File: src/hw/rtl/pchg_ram.sv
`default_nettype none

module pchg_ram #(
    parameter int WIDTH = 8,
    parameter int DEPTH = 16,
    localparam int AW = (DEPTH > 1) ? $clog2(DEPTH) : 1
) (
    input  wire              clk,
    input  wire              wr_en,
    input  wire  [AW-1:0]    wr_addr,
    input  wire  [WIDTH-1:0] wr_data,
    input  wire  [AW-1:0]    rd_addr,
    output logic [WIDTH-1:0] rd_data
);

    logic [WIDTH-1:0] mem [DEPTH];

    always_ff @(posedge clk)
    begin
        if (wr_en)
        begin
            mem[wr_addr] <= wr_data;
        end
        rd_data <= mem[rd_addr];
    end

endmodule

`default_nettype wire

File: config.mk
export PLATFORM = sky130hd
export DESIGN_NAME = pchg_ram
export DESIGN_NICKNAME = d
export VERILOG_FILES = /design/src/hw/rtl/pchg_ram.sv
export SDC_FILE = /design/constraint.sdc
export NUM_CORES = 1
export LEC_CHECK = 0
export BUFFER_PORTS_ARGS = -buffer_cell sky130_fd_sc_hd__buf_2
export CAP_MARGIN = 25
export CORE_UTILIZATION = 60
export CTS_CLUSTER_DIAMETER = 150
export DETAILED_ROUTE_END_ITERATION = 6
export GPL_ROUTABILITY_DRIVEN = 0
export PLACE_DENSITY = 0.79
export SLEW_MARGIN = 20
export SYNTH_ARGS = -nofsm -noshare
export SYNTH_HDL_FRONTEND = slang
export SYNTH_SLANG_ARGS = --single-unit
export TNS_END_PERCENT = 10
File: constraint.sdc
create_clock -name clk -period 2.1 [get_ports clk]
set_input_delay 0.315 -clock clk [delete_from_list [all_inputs] [get_ports clk]]
set_output_delay 0.315 -clock clk [all_outputs]
set_load 0.005 [all_outputs]
Yosys cells after proc, flatten, opt, wreduce, memory -nomap -nowiden
Memories as Yosys holds them, arrays and structs flattened. A register that Yosys moved wholly into a read port is not among the register bits.
Cells that the tools add are included.

operators by class
  multiplexer cells = 2

operators with widths
  cell    count
  $mux 1  2

word-level totals
  memory bits (writable) = 128
  memories kept = 1
  bits of input ports = 18
  bits in registers = 0
  word-level logic and storage cells = 3
  output and inout port bits = 8

memory list
  name  depth  bits a word  read ports  clocked after memory_dff  wr ports  RTL line  source
  mem   16     8            1           1                         1         16        logic [WIDTH-1:0] mem [DEPTH];

Depth between registers and ports, before layout
Gate-level depths: netlist (run 1).

  depth after elaboration = 2
  mapped depth = 5
  mapped depth without buffers = 3

Worst setup path after synthesis (run 1)
OpenSTA, ideal clock, no wires.

  path type = input-to-reg
  start point = input port wr_addr[2]
  end point = memory mem[0][0] (enable)
  slack = 292 ps
  stages = 2
  arrival time = 1,425 ps
  setup time = 383 ps
  path buffers = 0
  data required time = 1,717 ps
  path through = or3b_2 nor3_1

RTL lines
  item         RTL line  source
  from (decl)  10        input wire [AW-1:0] wr_addr,
  to (decl)    16

No word-level cell before the write port.

==> results.py, run 1 <==
metrics = {
    "status": {
        "status": "completed",
    },
    "logic_synthesis": {
        "synth_top_family_by_area": "multiplexers",
        "synth_most_common_cell": "edfxtp_1",
        "synthCells": 229,
        "synthTopCellsByCount": "edfxtp_1, mux4_2, a22oi_1",
        "synthMuxAreaShare_pct": 15.0,
        "synth_flop_cell": "edfxtp_1",
        "yosys.area.top_type": "edfxtp_1",
        "synth-compound-area-share_pct": 2.33,
        "synth-edff-count": 128,
        "ys_types": 19,
        "synthAdderAreaFrac_pct": 0,
        "synth_xor_xnor_area_share_pct": 0,
        "synth_area_um2": 5150,
        "synthTopCellsByArea": "edfxtp_1, mux4_2, mux4_1, dfxtp_1, a22oi_1",
        "ys_warn_count": 0,
        "syn_avg_cell_area_um2": 22.5,
        "ys_seq_area_share_pct": 77.8,
        "synth-simple-area-share_pct": 3.18,
        "synth.top_cell.area_share_pct": 74.7,
        "synthesis.nets": 247,
        "async_reset_ff_share_pct": 0,
        "synth-seq-cells": 136,
    },
    "global_routing": {
        "antenna_found_initial": 0,
        "first_global_vias": 2497,
        "gr-total-overflow": 0,
        "grt_pass1_wl_um": 14400,
        "track_usage_pct": 24.2,
        "gr-max-usage-layer": "met2",
        "grt_util_met3_pct": 7.00,
        "grt_max_degree": 33,
        "grt.met1_usage_pct": 34.4,
        "gr-usage-met2_pct": 35.8,
    },
    "power_and_ir_drop": {
        "comb_power_share_pct": 4.4,
        "p_int_mw": 5.06,
        "p_clk_share_pct": 47.0,
        "power_switching_mw": 1.22,
        "powerDensity_nw_per_um2": 1030,
        "leakage_nw": 2.09,
        "switching_share_pct": 19.4,
        "peakVddDrop_mv": 0.647,
        "p_total_mw": 6.28,
        "p_seq_share_pct": 48.7,
    },
    "drt": {
        "drt_wl_total_um": 9510,
        "drc": 0,
        "viasPerCell": 6.16,
        "via_count": 2458,
        "wl_per_cell_um": 23.8,
        "postRouteAntennaNets": 0,
        "dr.first_iter.drc_count": 218,
        "drt_first_pass_iters": 5,
    },
    "placed_design": {
        "dpl.hpwl_um": 5570,
        "portBuffers": 25,
    },
    "cells_and_area": {
        "ff_latch_area_um2": 4000,
        "multiInputGateArea_um2": 1060,
        "finalCoreUtilization_pct": 73.7,
        "drive_gt1_share_pct": 31.6,
        "area_growth_pct": 18.2,
        "fill_cells": 462,
        "antenna_cells": 0,
        "layout.nets": 299,
    },
    "worst_setup_path": {
        "crit_path_end_kind": "register",
        "rrSetupSlack_ns": 0.66,
        "cp.required_ns": 2.49,
        "path_class": "reg2reg",
        "crit_arrival_ns": 1.83,
        "r2r-end": "rd_data[4]",
        "r2r-start": "mem[11][4]",
        "worstRegToRegCells": 3,
        "crit_path_max_fanout": 1,
        "cp-start-kind": "register",
    },
    "cts": {
        "cts.sinks": 136,
        "cts_tree": "yes",
        "hold_buffers": 0,
        "cts_resized": 0,
        "post-cts-setup-buffers": 0,
        "path_clk_slew_ns": 0.06,
        "cts_root_buf": "clkbuf_8",
        "numCtsBuffers": 17,
        "htreeDepth": 4,
        "clockBufferDepth": 2,
        "clk_latency_ns": 0.51,
    },
    "timing": {
        "max_slew.worst_pin.slew_ns": 0.776,
        "rsz0062_at_grt": "false",
        "finalHoldViolations": 0,
        "setup_tns_ns": 0,
        "setup_violations": 0,
        "fmax_mhz": 693,
        "fin_crit_ns": 1.44,
        "slew_headroom_pct": 48.1,
        "skew_ns": 0.00628,
        "fin_crit_sh_pct": 68.7,
        "drv_slew": 0,
    },
    "floorplanning": {
        "io_pins": 26,
        "fp.dieH_um": 94.6,
        "core_area_um2": 8260,
        "initial_utilization_pct": 62.3,
        "dieWidth_um": 94.6,
        "num_rows": 33,
        "die-area_um2": 8950,
    },
    "worst_hold_path": {
        "hold_end": "mem[13][3]",
        "hold_class": "in2reg",
        "hold_depth": 1,
        "min-delay-start": "wr_data[3]",
    },
    "flow_run": {
        "max-cap-violations": 0,
    },
}
==> per-layer routing <==
layer	up-vias	routed length [um]
met2	120	4640
met3	15	750
met5	-	0
met1	1248	3930
met4	0	180
li1	1075	-
==> layout by cell type (no fill, tap or decap), drive strengths merged <==
cell,n
nand3b,2
a22oi,16
clkinvlp,2
nand2,9
edfxtp,128
and2b,1
nand3,1
dfxtp,8
nor2,13
mux4,32
bufinv,3
or3b,1
clkbuf,21
buf,43
nor2b,1
nor3,4
clkinv,6
nand2b,2
and2,1
==> power groups by stage <==
stage,combinational (mW),sequential (mW),clock (mW)
3_5_place_dp,0.274,3.11,0
4_1_cts,0.277,3.05,2.97
3_3_place_gp,0.267,3.11,0
5_1_grt,0.299,3.06,3.09
6_report,0.274,3.05,2.95
2_1_floorplan,0.154,3.11,0
==> layout make-up <==
type                    instances  area share (%)
multi-input cells              83            17.4
repair buffers                 43            4.69
well taps                     105            2.16
flip-flops and latches        136            65.8
clock buffers                  21            7.55
clock inverters                11            2.41
==> worst max-delay path by stage <==
stage	startpoint	depth (start not counted)	slack (ns)	to
final	mem[11][4]	3	0.66	rd_data[4]
after floorplan	wr_addr[2]	2	0.29	mem[0][0]
after CTS	mem[11][4]	3	0.69	rd_data[4]
after global placement	rd_addr[0]	5	0.34	rd_data[1]
after global routing	mem[11][4]	3	0.61	rd_data[4]
after detailed placement	rd_addr[0]	5	0.31	rd_data[4]
==> flip-flops by register name, summed over array words and instances (netlist names) <==
register / count
rd_data: 8
mem: 128
==> stage by stage <==
stage	std cells	cell area, um^2	hold slack, ns	setup slack, ns
floorplan	229	5150	0.414	0.292
global placement	367	5480	0.650	0.339
detailed placement	367	5480	0.657	0.315
CTS	399	6080	0.170	0.688
global route	399	6080	0.180	0.606
finish	399	6080	0.186	0.657
==> critical path, cell delays in order (launching register included) <==
cell	delay, ns
edfxtp_1	0.41
mux4_1	0.50
a22oi_1	0.34
nand2_1	0.08
==> kinds of logic (layout without fill, tap and decap cells) <==
logic type             Yosys count  after routing
AOI/OAI and AO/OA               16             16
muxes                           32             32
buffers and inverters           10             75
DFF                            136            136
and+or+nand+nor                 35             35
Power figures use the tool's default switching activity.
==> run 2, diff against run 1 <==
- CORE_UTILIZATION: 60 -> 54
- PLACE_DENSITY: 0.79 -> 0.75
- clock period: 2.1 -> 1.3 ns (I/O delays scaled with it)
==> run 2 against run 1 <==
Compared with the run above: die area grew 11%; critical endpoint is now rd_data[1]; clock skew grew 0.0046 ns; final cell count grew 8.8%; utilization shrank 5.3 points; non-clock buffer count grew 11.
==> results.py, run 2 (synthesized netlist as in run 1, its figures left out) <==
metrics = {
    "global_routing": {
        "antenna_found_initial": 0,
        "first_global_vias": 2646,
        "gr-total-overflow": 0,
        "grt_max_degree": 17,
        "track_usage_pct": 22.8,
        "grt_pass1_wl_um": 15200,
    },
    "power_and_ir_drop": {
        "powerDensity_nw_per_um2": 1600,
        "p_total_mw": 10.1,
        "peakVddDrop_mv": 0.893,
        "leakage_nw": 2.13,
    },
    "floorplanning": {
        "num_rows": 35,
        "initial_utilization_pct": 55.7,
        "dieWidth_um": 99.6,
        "core_area_um2": 9240,
        "die-area_um2": 9930,
        "io_pins": 26,
        "fp.dieH_um": 99.6,
    },
    "cells_and_area": {
        "drive_gt1_share_pct": 43.3,
        "top_register": "mem",
        "largest_register_ffs": 128,
        "area_growth_pct": 22.7,
        "final_common_cell": "edfxtp_1",
        "finalNonFillerCells": 434,
        "fill_cells": 586,
        "layout_common_cells": "edfxtp_1, mux4_2, buf_2",
        "layout.nets": 310,
        "top_regs": "mem (128), rd_data (8)",
        "antenna_cells": 0,
    },
    "cts": {
        "numCtsBuffers": 17,
        "path_clk_slew_ns": 0.06,
        "htreeDepth": 4,
        "clockBufferDepth": 2,
        "cts_tree": "yes",
        "clk_latency_ns": 0.52,
        "cts.sinks": 136,
        "post-cts-setup-buffers": 0,
        "cts_root_buf": "clkbuf_8",
        "hold_buffers": 0,
    },
    "drt": {
        "met1Wirelength_um": 4030,
        "top_layer": "met4",
        "drt_wl_total_um": 10200,
        "wl_met3_um": 647,
        "dr.first_iter.drc_count": 308,
        "via_count": 2531,
        "drc": 0,
        "wl_met2_um": 5340,
        "postRouteAntennaNets": 0,
        "viasPerCell": 5.83,
        "drt_first_pass_iters": 4,
        "wl_per_cell_um": 23.5,
    },
    "worst_hold_path": {
        "hold_class": "in2reg",
    },
    "worst_setup_path": {
        "crit_arrival_ns": 1.69,
        "cp-start-kind": "register",
        "path_class": "reg2reg",
        "crit_path_end_kind": "register",
        "crit_path_max_fanout": 1,
        "cp.required_ns": 1.70,
    },
    "timing": {
        "slew_headroom_pct": 33.5,
        "max_slew.worst_pin.slew_ns": 0.996,
        "setup_violations": 0,
        "rsz0062_at_grt": "true",
        "drv_slew": 0,
        "fin_crit_ns": 1.29,
        "setup_tns_ns": 0,
        "skew_ns": 0.0109,
        "fin_crit_sh_pct": 99.3,
        "finalHoldViolations": 0,
        "fmax_mhz": 774,
    },
    "placed_design": {
        "dpl.hpwl_um": 6630,
        "portBuffers": 25,
        "dp_cells": 402,
    },
    "status": {
        "status": "completed",
    },
    "flow_run": {
        "max-cap-violations": 0,
    },
}
-- run 2: layer usage --
metal | up-vias | track usage (%)
met5 | - | 0
met4 | 0 | 9.16
met3 | 15 | 6.18
met2 | 120 | 36.8
met1 | 1301 | 29.8
li1 | 1095 | -
-- run 2: final timing paths --
check / from / end / slack [ns] / cells past startpoint
max: mem[1][1] / rd_data[1] / 0.009 / 3
min: wr_data[3] / mem[12][3] / 0.05 / 1
max reg2reg: mem[1][1] / rd_data[1] / 0.009 / 3
min reg2reg: mem[14][5] / rd_data[5] / 0.70 / 3
-- run 2: cell type report --
class,instances,area [um^2],area share (%)
flip-flops and latches,136,4000,63.4
multi-input cells,83,1100,17.5
repair buffers,54,468,7.41
clock buffers,17,414,6.56
clock inverters,15,165,2.62
well taps,129,161,2.56
-- run 2: repair_timing --
action                                 4_1_cts  5_1_grt
pin swaps                                    6        5
endpoints found under the hold margin        0        0
resized for setup                           10       13
setup endpoints to repair                    6        7
-- run 2: per-stage QoR --
step | setup slack [ns] | hold WS (ns) | util, % | cell area [um^2]
after floorplan | -0.0866 | 0.294 | - | 5170
after global placement | -0.368 | 0.570 | 61.9 | 5720
after detailed placement | -0.372 | 0.573 | 61.9 | 5720
after CTS | -0.00438 | 0.0300 | 68.3 | 6310
after global routing | -0.0170 | 0.0515 | 68.3 | 6310
final | 0.00878 | 0.0488 | 68.3 | 6310
-- run 2: critical path, cell delays in order, from the launching register on --
cell and delay [ns]:
edfxtp_1 0.39, mux4_2 0.47, a22oi_2 0.20, nand2_1 0.11
-- run 2: power by group --
group / switching, mW / leakage [nW] / internal [mW]
Sequential: 0.0345 / 1.22 / 4.90
Clock: 1.85 / 0.280 / 2.77
Combinational: 0.284 / 0.623 / 0.254
Total: 2.17 / 2.13 / 7.93
