===== config.mk =====
export PLATFORM = sky130hd
export DESIGN_NAME = pchg_cfg
export DESIGN_NICKNAME = d
export VERILOG_FILES = /design/src/hw/rtl/pchg_pkg.sv /design/src/hw/rtl/pchg_cfg.sv
export SDC_FILE = /design/constraint.sdc
export NUM_CORES = 1
export LEC_CHECK = 0
export BUFFER_PORTS_ARGS = -buffer_cell sky130_fd_sc_hd__buf_2
export CAP_MARGIN = 5
export CORE_MARGIN = 5
export CORE_UTILIZATION = 53
export CTS_CLUSTER_DIAMETER = 100
export CTS_CLUSTER_SIZE = 10
export DETAILED_ROUTE_END_ITERATION = 16
export PLACE_DENSITY = 0.9
export SYNTH_ARGS = -nofsm -noshare
export SYNTH_HDL_FRONTEND = slang
export SYNTH_SLANG_ARGS = --single-unit

===== constraint.sdc =====
create_clock -name clk -period 3.8 [get_ports clk]
set_input_delay 0.57 -clock clk [delete_from_list [all_inputs] [get_ports clk]]
set_output_delay 0.57 -clock clk [all_outputs]
set_load 0.03 [all_outputs]

===== src/hw/rtl/pchg_pkg.sv =====
`default_nettype none

package pchg_pkg;

    localparam int COORD_W    = 24;
    localparam int EDGE_W     = 16;
    localparam int USE_W      = 9;
    localparam int CELL_IDX_W = 8;
    localparam int GREY_W     = 8;
    localparam int OUT_CNT_W  = 16;
    localparam int SUM_W      = 40;
    localparam int NUM_W      = SUM_W + GREY_W;
    localparam int QUO_W      = 24;
    localparam int PAD_W      = QUO_W - GREY_W;
    localparam int STEP_W     = 5;
    localparam int REG_IDX_W  = 3;
    localparam int APB_ADDR_W = REG_IDX_W + 2;
    localparam int APB_DATA_W = 32;

    localparam logic [1:0] MODE_ADD   = 2'd0;
    localparam logic [1:0] MODE_READ  = 2'd1;
    localparam logic [1:0] MODE_CLEAR = 2'd2;

    localparam logic [REG_IDX_W-1:0] REG_ORIGIN_X    = 3'd0;
    localparam logic [REG_IDX_W-1:0] REG_ORIGIN_Y    = 3'd1;
    localparam logic [REG_IDX_W-1:0] REG_FLOOR_Z     = 3'd2;
    localparam logic [REG_IDX_W-1:0] REG_HEIGHT_SPAN = 3'd3;
    localparam logic [REG_IDX_W-1:0] REG_CELL_EDGE   = 3'd4;
    localparam logic [REG_IDX_W-1:0] REG_ROWS_IN_USE = 3'd5;
    localparam logic [REG_IDX_W-1:0] REG_COLS_IN_USE = 3'd6;

    localparam logic [STEP_W-1:0] COORD_STEPS = 5'd24;
    localparam logic [STEP_W-1:0] GREY_STEPS  = 5'd8;

    localparam logic [GREY_W-1:0] GREY_MAX = 8'd255;

    typedef struct packed {
        logic [1:0]         mode;
        logic [COORD_W-1:0] point_x;
        logic [COORD_W-1:0] point_y;
        logic [COORD_W-1:0] point_z;
        logic [CELL_IDX_W-1:0] query_row;
        logic [CELL_IDX_W-1:0] query_col;
    } item_t;

    typedef struct packed {
        logic [CELL_IDX_W-1:0] cell_row;
        logic [CELL_IDX_W-1:0] cell_col;
        logic                  in_grid;
        logic [GREY_W-1:0]     grey_level;
        logic [OUT_CNT_W-1:0]  point_count;
    } result_t;

    typedef struct packed {
        logic [COORD_W-1:0] origin_x;
        logic [COORD_W-1:0] origin_y;
        logic [COORD_W-1:0] floor_z;
        logic [COORD_W-1:0] height_span;
        logic [EDGE_W-1:0]  cell_edge;
        logic [USE_W-1:0]   rows_in_use;
        logic [USE_W-1:0]   cols_in_use;
    } cfg_t;

    localparam cfg_t CFG_RESET = '{
        origin_x:    24'd0,
        origin_y:    24'd0,
        floor_z:     24'd0,
        height_span: 24'd1000,
        cell_edge:   16'd50,
        rows_in_use: 9'd256,
        cols_in_use: 9'd256
    };

    typedef struct packed {
        logic              start;
        logic [STEP_W-1:0] steps;
    } div_cmd_t;

    typedef enum logic [3:0] {
        S_INIT,
        S_IDLE,
        S_XGO,
        S_XWAIT,
        S_YWAIT,
        S_QCHK,
        S_READ,
        S_MODIFY,
        S_SCALE,
        S_GREY,
        S_GWAIT,
        S_CLEAR,
        S_DONE
    } state_t;

endpackage

`default_nettype wire


===== src/hw/rtl/pchg_cfg.sv =====
`default_nettype none

module pchg_cfg
    import pchg_pkg::*;
(
    input  wire                   clk,
    input  wire                   rst_n,
    input  wire                   psel,
    input  wire                   penable,
    input  wire                   pwrite,
    input  wire  [APB_ADDR_W-1:0] paddr,
    input  wire  [APB_DATA_W-1:0] pwdata,
    output logic [APB_DATA_W-1:0] prdata,
    output logic                  pready,
    output cfg_t                  cfg
);

    cfg_t                 cfg_reg, cfg_next;
    logic [REG_IDX_W-1:0] reg_idx;
    logic                 wr_strobe;

    assign reg_idx   = paddr[APB_ADDR_W-1:2];
    assign wr_strobe = psel && penable && pwrite && pready;
    assign pready    = 1'b1;

    always_comb
    begin
        cfg_next = cfg_reg;
        if (wr_strobe)
        begin
            case (reg_idx)
                REG_ORIGIN_X:    cfg_next.origin_x    = pwdata[COORD_W-1:0];
                REG_ORIGIN_Y:    cfg_next.origin_y    = pwdata[COORD_W-1:0];
                REG_FLOOR_Z:     cfg_next.floor_z     = pwdata[COORD_W-1:0];
                REG_HEIGHT_SPAN: cfg_next.height_span = pwdata[COORD_W-1:0];
                REG_CELL_EDGE:   cfg_next.cell_edge   = pwdata[EDGE_W-1:0];
                REG_ROWS_IN_USE: cfg_next.rows_in_use = pwdata[USE_W-1:0];
                REG_COLS_IN_USE: cfg_next.cols_in_use = pwdata[USE_W-1:0];
                default:         cfg_next = cfg_reg;
            endcase
        end
    end

    always_comb
    begin
        case (reg_idx)
            REG_ORIGIN_X:    prdata = APB_DATA_W'(cfg_reg.origin_x);
            REG_ORIGIN_Y:    prdata = APB_DATA_W'(cfg_reg.origin_y);
            REG_FLOOR_Z:     prdata = APB_DATA_W'(cfg_reg.floor_z);
            REG_HEIGHT_SPAN: prdata = APB_DATA_W'(cfg_reg.height_span);
            REG_CELL_EDGE:   prdata = APB_DATA_W'(cfg_reg.cell_edge);
            REG_ROWS_IN_USE: prdata = APB_DATA_W'(cfg_reg.rows_in_use);
            REG_COLS_IN_USE: prdata = APB_DATA_W'(cfg_reg.cols_in_use);
            default:         prdata = '0;
        endcase
    end

    always_ff @(posedge clk or negedge rst_n)
    begin
        if (!rst_n)
        begin
            cfg_reg <= CFG_RESET;
        end
        else
        begin
            cfg_reg <= cfg_next;
        end
    end

    assign cfg = cfg_reg;

endmodule

`default_nettype wire


After elaboration in Yosys (flattened, before gate mapping)
Index checks and enable logic that the tools add are counted.

Eq/ne operators: 6. Muxes and demuxes: 1. Reductions and logical operators: 10.

Operators with widths (number): 24-bit one-hot mux with 7 select lines (1); 2-bit AND reduction (7); 3-bit == test, second input constant (3); 3-bit by 2-bit == test with 1-bit output, second input constant (2); 3-bit by 1-bit == test with 1-bit output, second input constant (1); 3-bit logical NOT (1); 1-bit logical AND (2).

Register bits: 130. Output and inout bits: 163. Logic and storage cells: 24.

Depth between registers and ports, before layout
Depth in word-level cells: 3. Gate-level depth with buffers: 6.

Worst setup path before layout
Ideal clock, no wire load.

Kind: input-to-output. From: input port paddr[2]. To: output port prdata[0]. Arrival time: 1.791 ns. Data required time: 3.230 ns. Slack: 1.439 ns. Stages: 5. Path buffers: 4. Cell sequence: buf_4 > buf_4 > buf_2 > buf_2 > o221ai_1.

Word-level cells in the longest chain between the ends: 2. Elaborated cells on any way between the ends: 8. Classes of those cells: eq/ne (6); mux (1); reduce/logical (1).

RTL lines: from (decl) (line pchg_cfg.sv:11) `input wire [APB_ADDR_W-1:0] paddr,`; 3-bit == test, or another cell as far along (line pchg_cfg.sv:46) `case (reg_idx)`; 24-bit one-hot mux with 7 select lines * (line pchg_cfg.sv:46); to (decl) (line pchg_cfg.sv:13) `output logic [APB_DATA_W-1:0] prdata,`.

Mark *: on every way between the ends. The rest lies on a longest branch, timed or not.

Worst setup path in the final report
From: input port paddr[2]. To: output port prdata[23].

The elaborated chain is that of the path after synthesis.

==> impl_results.md <==
* Outcome: finished clean
* Post-CTS Setup Bufs at 0
* Startpoint Class: input pin
* Max reg flops at 130
* Initial antenna violation count at 0
* Comb power frac at approximately 31%
* Skew-Pair Late Insertion Delay at a little over 400 ps
* Worst rel slew slack at 27.1%
* Placed Cells at approximately 740
* Vias in the first global route at approximately 4900
* RSZ-0062 raised after global routing: no
* NumNets Final at 654
* Crit end category: output port
* Fin cells at ~770
* Worst slew pin tran at 1090 ps
* P_sw at around 1.8 mW
* Switch share at a little over a third
* Crit-path max cell delay at between 800 and 900 ps
* Crit path time final at 2930 ps
* Synth Flop Type: dfrtp_1
* Post-route ant nets at 0
* Post-Synthesis Cells at 427
* Power Density at roughly 650 mW/mm²
* Final Hold Fails at 0
* Via count at around 4400
* Core area at 0.0114 mm²
* Synth Warn # at 0
* Sink Count at 130
* Post-synth EDFFs at 0
* TritonRoute pass-1 iters at 4
* Max cap viols at 0
* Setup TNS at 0 ps
* Share of power burned in registers at a little under two fifths
* Synthesized flop and latch total at 130
* Delay-heaviest family, CP: buffers and inverters
* Async SR Flop Fraction at between 90% and 100%
* Critical Path Fanout Max at 46
* Total GRT Usage at 24.8%
* TritonCTS buffer count at 17
* Post-Synthesis Cell Area at between 0.006 and 0.007 mm²
* FF/Latch Area at 0.00327 mm²
* Critical path's most frequent cell: buf_2
* Initial core utilization at a little over half
* DP HPWL at about 12000 µm
* Sequential cell area fraction in the yosys report at roughly 53%
* Num rows at 39
* IO Count at a little over 200
* Diode count at 0
* Cells on worst reg2reg path at 1
* Total power draw at 5.09 mW
* Hold Crit Class: in2async
* Reg clk slew, reported paths at around 50 ps
* Post-cts gate resize count at 0
* Slew Limit Fails at 0
* Clock buffer depth at 2
* Routed wire per std cell at between 20 and 25 µm
* Maximum vdd ir drop at around 0.00043 V
* Clk_skew at 0 ps
* Fillers at about 800
* Grt total ovfl at 0
* Post-synth cell types at 30
* Avg Synthesized Cell Area at around 14 µm²
* CTS tree: done
* Die width at around 120 µm
* CP required at 3230 ps
* Multi-input logic area at between 0.002 and 0.003 mm²
* # setup viols final at 0
* Via density at 5.70
* Total wire length at between 15000 and 20000 µm
* 1st-iter DRT viols at between 200 and 300
* First-pass GRT wire length at around 27000 µm
* IO buf count at 185
* Leakage at ~3.9 nW
* Largest net degree at the start of global routing at 73
* Cell Chain, Critical Path: buf_2 -> mux4_2 -> nor2b_1 -> buf_2
* Routability cong. at slightly above 0.8
* Max Clk Rate at 0.341 GHz
* Drc violations at 0
* Hold-fix buffers at CTS at 0
* Worst path depth at 4
* Internal power at ~3.3 mW
* Clock power frac at a little under a third
* Root Buffer: clkbuf_16
* H-Tree Depth at 4
* Worst Path Arrival at roughly 2400 ps
* Syn-to-layout area delta at 26.2%
* Crit-path slowest cell: buf_2
* Tcrit/Tclk final at 77.2%
* Die height at about 120 µm
* CP bufs+invs at 2
* Share of layout cells above drive strength 1 at between 60% and 70%
* Die Footprint at approximately 0.014 mm²
* Kind of critical path: in2out
[metal layers]
| layer | part of all wire (%) | up-vias | routed length [µm] | global-route usage, % |
|---|---|---|---|---|
| met1 | 40 | 2215 | 6720 | 30.3 |
| met4 | 1.6 | 0 | 276 | 7.81 |
| li1 | - | 1940 | - | - |
| met3 | 8.7 | 24 | 1470 | 9.85 |
| met2 | 50 | 201 | 8360 | 40.4 |
| met5 | 0 | - | 0 | 0 |
[worst paths after layout]
check,startpoint,end,slack (ps)
setup / recovery,paddr[2],prdata[23],870
hold / removal,rst_n,cfg[106]$_DFFE_PN0P_,220
setup reg to reg,cfg[104]$_DFFE_PN0P_,cfg[104]$_DFFE_PN0P_,2980
hold reg to reg,cfg[96]$_DFFE_PN0P_,cfg[96]$_DFFE_PN0P_,530
max in group asynchronous,rst_n,cfg[43]$_DFFE_PN1P_,2720
min in group clk,pwdata[23],cfg[129]$_DFFE_PN0P_,440
[power by group through the flow]
stage	combinational (mW)	clock [mW]	sequential (mW)
6_report	1.57	1.62	1.90
3_5_place_dp	1.58	0	1.91
2_1_floorplan	0.548	0	2.42
4_1_cts	1.59	1.64	1.90
5_1_grt	1.66	1.71	1.94
3_3_place_gp	1.54	0	1.89
[layout by cell type (no fill, tap or decap), types with 2 or more instances in the layout]
| master | instances |
|---|---|
| a22oi_1 | 10 |
| a32oi_1 | 5 |
| and3b_1 | 2 |
| buf_12 | 2 |
| buf_2 | 184 |
| buf_4 | 8 |
| bufinv_16 | 2 |
| clkbuf_16 | 17 |
| clkbuf_8 | 3 |
| clkinv_2 | 3 |
| clkinv_4 | 2 |
| clkinvlp_4 | 4 |
| conb_1 | 9 |
| dfrtp_1 | 119 |
| dfstp_2 | 11 |
| mux2_2 | 119 |
| mux2_4 | 20 |
| mux2i_1 | 22 |
| mux4_2 | 8 |
| nand2_1 | 6 |
| nand2b_1 | 3 |
| nand3_1 | 4 |
| nor2_1 | 2 |
| nor2_2 | 5 |
| nor2b_1 | 16 |
| o211ai_1 | 5 |
| o21a_1 | 11 |
| o21ai_0 | 7 |
| o221ai_1 | 4 |
| o2bb2ai_1 | 6 |
[synth_stat cells (3+ instances only)]
library cell	number	area share (%)
mux2i_1	22	3.6
dfstp_2	11	4.7
o21ai_0	7	0.57
dfrtp_1	119	48
nor2b_1	16	1.6
o221ai_1	4	0.57
mux2_4	20	4.9
nand2_1	6	0.37
mux2_2	119	22
o2bb2ai_1	6	0.85
o211ai_1	5	0.61
mux4_2	8	2.9
a22oi_1	10	1.2
o21a_1	11	1.3
buf_4	14	1.7
clkbuf_1	5	0.30
nand3_1	4	0.32
nand2b_1	3	0.30
a32oi_1	5	0.71
nor2_2	5	0.51
buf_2	14	1.1
[final cells by class]
cell class / instances / area share, %
multi-input combinational: 269 / 34.9
clock inverter: 12 / 1.69
sequential: 130 / 42.0
clock buffer: 20 / 6.00
timing repair buffer: 194 / 13.1
tap: 143 / 2.30
[kinds of logic after synthesis]
kind of cell	synth area share, %
AO/OA/AOI/OAI	5.97
buffers and inverters	3.51
flip-flops	53.0
multiplexers	33.1
other	0.122
AND/OR/NAND/NOR	4.28
[stage by stage]
step / hold WS, ps / worst slack (ps) / utilization [%] / cell area, µm²
final: 221 / 868 / 68.1 / 7780
after global routing: 269 / 751 / 68.1 / 7780
after CTS: 242 / 879 / 68.1 / 7780
after detailed placement: 511 / 853 / 62.9 / 7180
after global placement: 505 / 912 / 62.9 / 7180
after floorplan: 274 / 1440 / - / 6190
No activity file was read; power rests on OpenSTA's default activity.
