## src/hw/rtl/pchg_pkg.sv

```systemverilog
`default_nettype none

package pchg_pkg;

    localparam int COORD_W    = 24;
    localparam int EDGE_W     = 16;
    localparam int USE_W      = 9;
    localparam int CELL_IDX_W = 8;
    localparam int GREY_W     = 8;
    localparam int OUT_CNT_W  = 16;
    localparam int SUM_W      = 40;
    localparam int NUM_W      = SUM_W + GREY_W;
    localparam int QUO_W      = 24;
    localparam int PAD_W      = QUO_W - GREY_W;
    localparam int STEP_W     = 5;
    localparam int REG_IDX_W  = 3;
    localparam int APB_ADDR_W = REG_IDX_W + 2;
    localparam int APB_DATA_W = 32;

    localparam logic [1:0] MODE_ADD   = 2'd0;
    localparam logic [1:0] MODE_READ  = 2'd1;
    localparam logic [1:0] MODE_CLEAR = 2'd2;

    localparam logic [REG_IDX_W-1:0] REG_ORIGIN_X    = 3'd0;
    localparam logic [REG_IDX_W-1:0] REG_ORIGIN_Y    = 3'd1;
    localparam logic [REG_IDX_W-1:0] REG_FLOOR_Z     = 3'd2;
    localparam logic [REG_IDX_W-1:0] REG_HEIGHT_SPAN = 3'd3;
    localparam logic [REG_IDX_W-1:0] REG_CELL_EDGE   = 3'd4;
    localparam logic [REG_IDX_W-1:0] REG_ROWS_IN_USE = 3'd5;
    localparam logic [REG_IDX_W-1:0] REG_COLS_IN_USE = 3'd6;

    localparam logic [STEP_W-1:0] COORD_STEPS = 5'd24;
    localparam logic [STEP_W-1:0] GREY_STEPS  = 5'd8;

    localparam logic [GREY_W-1:0] GREY_MAX = 8'd255;

    typedef struct packed {
        logic [1:0]         mode;
        logic [COORD_W-1:0] point_x;
        logic [COORD_W-1:0] point_y;
        logic [COORD_W-1:0] point_z;
        logic [CELL_IDX_W-1:0] query_row;
        logic [CELL_IDX_W-1:0] query_col;
    } item_t;

    typedef struct packed {
        logic [CELL_IDX_W-1:0] cell_row;
        logic [CELL_IDX_W-1:0] cell_col;
        logic                  in_grid;
        logic [GREY_W-1:0]     grey_level;
        logic [OUT_CNT_W-1:0]  point_count;
    } result_t;

    typedef struct packed {
        logic [COORD_W-1:0] origin_x;
        logic [COORD_W-1:0] origin_y;
        logic [COORD_W-1:0] floor_z;
        logic [COORD_W-1:0] height_span;
        logic [EDGE_W-1:0]  cell_edge;
        logic [USE_W-1:0]   rows_in_use;
        logic [USE_W-1:0]   cols_in_use;
    } cfg_t;

    localparam cfg_t CFG_RESET = '{
        origin_x:    24'd0,
        origin_y:    24'd0,
        floor_z:     24'd0,
        height_span: 24'd1000,
        cell_edge:   16'd50,
        rows_in_use: 9'd256,
        cols_in_use: 9'd256
    };

    typedef struct packed {
        logic              start;
        logic [STEP_W-1:0] steps;
    } div_cmd_t;

    typedef enum logic [3:0] {
        S_INIT,
        S_IDLE,
        S_XGO,
        S_XWAIT,
        S_YWAIT,
        S_QCHK,
        S_READ,
        S_MODIFY,
        S_SCALE,
        S_GREY,
        S_GWAIT,
        S_CLEAR,
        S_DONE
    } state_t;

endpackage

`default_nettype wire

```

## src/hw/rtl/pchg_div.sv

```systemverilog
`default_nettype none

module pchg_div
    import pchg_pkg::*;
#(
    parameter int DEN_W = 40
) (
    input  wire              clk,
    input  wire              rst_n,
    input  wire  div_cmd_t   cmd,
    input  wire  [DEN_W-1:0] rem_init,
    input  wire  [QUO_W-1:0] num,
    input  wire  [DEN_W-1:0] den,
    output logic             done,
    output logic [QUO_W-1:0] quo
);

    logic [DEN_W-1:0]  rem_reg, rem_next;
    logic [DEN_W-1:0]  den_reg, den_next;
    logic [QUO_W-1:0]  num_reg, num_next;
    logic [QUO_W-1:0]  quo_reg, quo_next;
    logic [STEP_W-1:0] cnt_reg, cnt_next;
    logic              busy_reg, busy_next;
    logic              done_reg, done_next;
    logic [DEN_W:0]    trial;
    logic [DEN_W:0]    diff;
    logic              fits;

    // One restoring step: shift in the next dividend bit, subtract if it fits.
    always_comb
    begin
        trial = {rem_reg, num_reg[QUO_W-1]};
        diff  = trial - {1'b0, den_reg};
        fits  = (trial >= {1'b0, den_reg});

        rem_next  = rem_reg;
        den_next  = den_reg;
        num_next  = num_reg;
        quo_next  = quo_reg;
        cnt_next  = cnt_reg;
        busy_next = busy_reg;
        done_next = 1'b0;

        if (cmd.start)
        begin
            rem_next  = rem_init;
            den_next  = den;
            num_next  = num;
            quo_next  = '0;
            cnt_next  = cmd.steps;
            busy_next = 1'b1;
        end
        else if (busy_reg)
        begin
            rem_next = fits ? diff[DEN_W-1:0] : trial[DEN_W-1:0];
            num_next = {num_reg[QUO_W-2:0], 1'b0};
            quo_next = {quo_reg[QUO_W-2:0], fits};
            cnt_next = cnt_reg - STEP_W'(1);
            if (cnt_reg == STEP_W'(1))
            begin
                busy_next = 1'b0;
                done_next = 1'b1;
            end
        end
    end

    always_ff @(posedge clk or negedge rst_n)
    begin
        if (!rst_n)
        begin
            busy_reg <= 1'b0;
            done_reg <= 1'b0;
            cnt_reg  <= '0;
        end
        else
        begin
            busy_reg <= busy_next;
            done_reg <= done_next;
            cnt_reg  <= cnt_next;
        end
    end

    always_ff @(posedge clk)
    begin
        rem_reg <= rem_next;
        den_reg <= den_next;
        num_reg <= num_next;
        quo_reg <= quo_next;
    end

    assign done = done_reg;
    assign quo  = quo_reg;

endmodule

`default_nettype wire

```

## config.mk

```make
export PLATFORM = sky130hd
export DESIGN_NAME = pchg_div
export DESIGN_NICKNAME = d
export VERILOG_FILES = /design/src/hw/rtl/pchg_pkg.sv /design/src/hw/rtl/pchg_div.sv
export SDC_FILE = /design/constraint.sdc
export NUM_CORES = 1
export LEC_CHECK = 0
export BUFFER_PORTS_ARGS = -buffer_cell sky130_fd_sc_hd__buf_2
export CAP_MARGIN = 20
export CORE_MARGIN = 4
export CORE_UTILIZATION = 45
export CTS_BUF_LIST = sky130_fd_sc_hd__clkbuf_4
export DETAILED_ROUTE_END_ITERATION = 6
export PLACE_DENSITY = 0.66
export RECOVER_POWER = 25
export SLEW_MARGIN = 20
export SYNTH_ARGS = -nofsm -noshare
export SYNTH_HDL_FRONTEND = slang
export SYNTH_SLANG_ARGS = --single-unit
```

## constraint.sdc

```tcl
create_clock -name clk -period 6.1 [get_ports clk]
set_input_delay 0.61 -clock clk [delete_from_list [all_inputs] [get_ports clk]]
set_output_delay 0.61 -clock clk [all_outputs]
set_load 0.1 [all_outputs]
```

# After elaboration in Yosys (flattened, before gate mapping)
# Cells that the tools add are included.
[word_totals]
output_inout_bits = 25
elab_cells = 25
reg_bits = 135
[op_classes]
reduce_logical = 1
order_cmp = 1
eq_ne = 1
n_addsub = 2
n_mux = 13
[ops]
columns = ["operator", "n"]
rows = [
  ["2-to-1 mux 40 bit", 3],
  ["2-to-1 mux 24 bit", 2],
  [">= comparator 41 x 40 -> 1 bit", 1],
  ["subtractor 40 bit", 1],
  ["2-to-1 mux 5 bit", 2],
  ["2-to-1 mux 1 bit", 6],
  ["equality test 5 x 1 -> 1 bit, second input constant", 1],
  ["subtractor 5 x 1 -> 5 bit, second input constant", 1],
  ["nonzero test 2 bit", 1],
]

# Longest topological paths before layout
[depth]
depth_word = 4
ltp_mapped = 14
ltp_nobuf = 13

# Worst setup path before layout
# Ideal clock, no wire load.
[synth_timing]
kind = "flip-flop to flip-flop"
start = "register num_reg[23]"
end = "register rem_reg[32], data pin"
stages_incl_launch_ff = 14
arrival_time_ns = 2.535
path_slack_ns = 3.301
setup_ns = 0.264
path_buffers = 0
path_cell_list = "edfxtp_1 inv_1 ha_1 inv_1 fa_1 a21oi_2 o211ai_2 a31oi_2 a21oi_1 o31ai_2 o21bai_1 a21oi_1 xor2_1 o211ai_1"
[synth_between]
elab_chain_len = 4
elab_cells_between_ends = 5
[synth_rtl]
columns = ["item", "line_no", "source"]
rows = [
  ["from (decl)", "pchg_div.sv:20", "logic [QUO_W-1:0] num_reg, num_next;"],
  ["from (signal assigned)", "pchg_div.sv:87", "num_reg <= num_next;"],
  ["subtractor 40 bit or >= comparator 41 x 40 -> 1 bit (tied branches)", "pchg_div.sv:33, pchg_div.sv:34", ""],
  ["2-to-1 mux 40 bit *", "pchg_div.sv:55", "rem_next = fits ? diff[DEN_W-1:0] : trial[DEN_W-1:0];"],
  ["2-to-1 mux 40 bit *", "pchg_div.sv:53", "else if (busy_reg)"],
  ["2-to-1 mux 40 bit *", "pchg_div.sv:44", "if (cmd.start)"],
  ["via rem_next[32]", "pchg_div.sv:18", "logic [DEN_W-1:0] rem_reg, rem_next;"],
  ["to (signal assigned)", "pchg_div.sv:85", "rem_reg <= rem_next;"],
  ["to (decl)", "pchg_div.sv:18", ""],
]
# The timed path passes the listed nets; every way through them passes the cells marked *. The select of a mux whose other input is x is not followed.
# A chain may end at the register's enable or synchronous reset.

# Worst setup path in the final report
[layout_timing]
start = "register rem_reg[2]"
end = "register rem_reg[2], data pin"
[layout_between]
elab_chain_len = 4
[layout_rtl]
columns = ["item", "line_no", "source"]
rows = [
  [">= comparator 41 x 40 -> 1 bit", "pchg_div.sv:34", "fits = (trial >= {1'b0, den_reg});"],
  ["2-to-1 mux 40 bit", "pchg_div.sv:55", ""],
  ["2-to-1 mux 40 bit", "pchg_div.sv:53", ""],
  ["2-to-1 mux 40 bit", "pchg_div.sv:44", ""],
  ["via rem_next[2]", "pchg_div.sv:18", ""],
]
# The timed path passes the listed nets, and every way through them passes these cells. The select of a mux whose other input is x is not followed.

==> flow_summary.yaml <==
global_route:
  globalRouteTotalUtil: 0.1881
  antenna_found_initial: 3
  grt_pass1_vias: 6253
  grt_pass1_wl_um: 30660
  grt_overflow: 0
  grt_max_degree: 103
  gr-usage-met2: 0.2866
  busiest_layer: "met2"
  grt_use_met1: 0.2579
  use_met3: 0.06370
clock_tree:
  numCtsBuffers: 17
  cts_tree: "built"
  ctsLongestPathBuffers: 2
  cts_setup_buffers: 0
  cts.sinks: 135
  htree_levels: 4
  clkTransAtPathRegs_ps: 150
  hold_buffers: 1
  ctsResizeCount: 0
  insertion_delay_ps: 580
  clock_tree.root_cell: "clkbuf_4"
sta:
  final.min_clock_period_ps: 3666
  finalSetupViolCount: 0
  maxSlewHeadroom: 0.3612
  tightest_slew_ps: 957.1
  fmax_mhz: 272.8
  rsz0062_at_grt: "false"
  hold_viol: 0
  report.final.slew_viol_count: 0
  fin_hold_ws_ps: 192.4
  post-route-period-util: 0.6009
  fin_tns_setup_ps: 0
  finClkSkew_ps: 24.54
synth:
  synth_area_per_cell_um2: 10.35
  synth_seq_area_share: 0.4695
  synth-edff-count: 104
  synth_ff_type: "edfxtp_1"
  syn_inst: 778
  syn_nets: 933
  synthArstFlopShare: 0.05185
  ys_types: 66
  yosys_register_bits: 135
  ys_warn_count: 0
  synth.cell_area_um2: 8049
power:
  pwr_density_cell_nw_per_um2: 466.8
  internal-power_mw: 2.428
  p_switching_mw: 1.870
  vdd_drop_max_uv: 219.7
  leakagePower_nw: 4.213
  power_frac_seq: 0.315
  p_total_mw: 4.298
  p_comb_frac: 0.527
  pwr-share-clk: 0.158
  netSwitchingFraction: 0.4351
detailed_routing:
  wl_per_cell_um: 16.38
  drt-initial-drc-count: 405
  vias_per_cell: 5.378
  ant_nets: 0
  routed_wl_um: 18670
  drc: 0
  first_pass_iters: 4
  vias: 6131
placed_design:
  port_buffers: 136
  routabilityCongestion: 0.8730
  place_area_um2: 8870
  hpwl_um: 13650
worst_setup_path:
  path_cells: "ha_1, nand2_1, a211oi_2, o211ai_1, a21o_1, nand3_1, nand2_1, a21oi_4, buf_4, mux2i_1, o21ai_0"
  crit_family: "compound AO/OA/AOI/OAI gates"
  path_common_cell: "nand2_1"
  cp_slowest_stage_delay_ps: 680
  crit_arrival_ps: 3960
  end_kind: "flop"
  crit_type: "reg2reg"
  required_ps: 6390
  critPathLaunchType: "flop"
  cp.buffers_inverters: 1
  path_max_fanout: 19
  critPathSlowestCell: "a21oi_4"
layout:
  final_common_cell: "buf_2"
  nets: 1056
  drive_gt1_frac: 0.2385
  multi_input_area_um2: 3882
  stdcell_area_um2: 9209
  synthToLayoutAreaGrowth_pct: 14.41
  postLayoutCoreUtil: 0.5287
  regArea_um2: 3779
  layout_common_cells: "buf_2 (134), edfxtp_1 (104), nand2_1 (80)"
  fillers: 1633
die:
  fp-row-count: 48
  io_pins: 137
  die_h_um: 141.7
  coreArea_um2: 17420
  dieArea_um2: 20090
  die_width_um: 141.7
  start_util: 0.4621
min_path:
  hold_class: "in2reg"
run:
  cap_violations: 0
outcome:
  status: "complete, no violations"
through the flow:
step	instances	setup slack, ps
after floorplan	778	3301
after global placement	1106	2583
after detailed placement	1106	2463
after CTS	1139	2435
after global routing	1140	2223
final	1140	2434
power groups by stage:
stage | Combinational [mW] | Clock [mW] | Sequential, mW
floorplan | 1.78 | 0 | 1.40
global placement | 2.22 | 0 | 1.37
detailed placement | 2.24 | 0 | 1.37
CTS | 2.26 | 0.703 | 1.35
global route | 2.51 | 0.739 | 1.38
finish | 2.27 | 0.677 | 1.35
routing by layer:
layer / share of wire / vias to the layer above
met3: 0.073 / 21
met5: 0.00075 / -
met4: 0.012 / 4
met1: 0.47 / 2867
met2: 0.45 / 175
li1: - / 3064
cell type report:
cell class,instances,share of cell area
flip-flops and latches,135,0.4103
clock inverters,15,0.02174
well taps,225,0.03057
clock buffers,17,0.01386
repair buffers,141,0.07880
diodes,1,0.0002717
multi-input cells,550,0.4216
inverters,56,0.02283
cells in the mapped netlist, types with 7 or more instances:
master,count,share of area
o21ai_0,32,0.020
o21ai_1,21,0.013
nand2b_1,8,0.0062
a21o_1,16,0.015
nand4_1,8,0.0062
and3_1,7,0.0054
xnor2_1,18,0.020
nand3_1,19,0.012
nor3_1,9,0.0056
mux2_2,25,0.035
clkbuf_1,18,0.0084
nor2_1,51,0.024
xor2_1,16,0.017
ha_1,42,0.065
inv_1,56,0.026
dfxtp_1,24,0.060
dfrtp_1,7,0.022
nand2_1,80,0.037
a21oi_1,53,0.033
nor2b_1,8,0.0062
edfxtp_1,104,0.39
buf_2,7,0.0044
mux2i_1,52,0.065
worst paths after layout:
kind                       slack, ps       start    endpoint  cells after the start
max                             2430  rem_reg[2]  rem_reg[2]                     11
min                              190      den[0]  den_reg[0]                      1
max reg2reg                     2430  rem_reg[2]  rem_reg[2]                     11
min reg2reg                      510     quo[23]     quo[23]                      2
max in group asynchronous       5350       rst_n        done                      2
min in group asynchronous        460       rst_n  cnt_reg[3]                      2
cell families after synthesis:
group / synth area share
simple gates: 0.1301
compound gates: 0.1464
flops: 0.4695
buf+inv: 0.04959
mux: 0.09964
fa+ha+maj: 0.06778
xor+xnor: 0.03700
(Power assumes the default switching activity.)
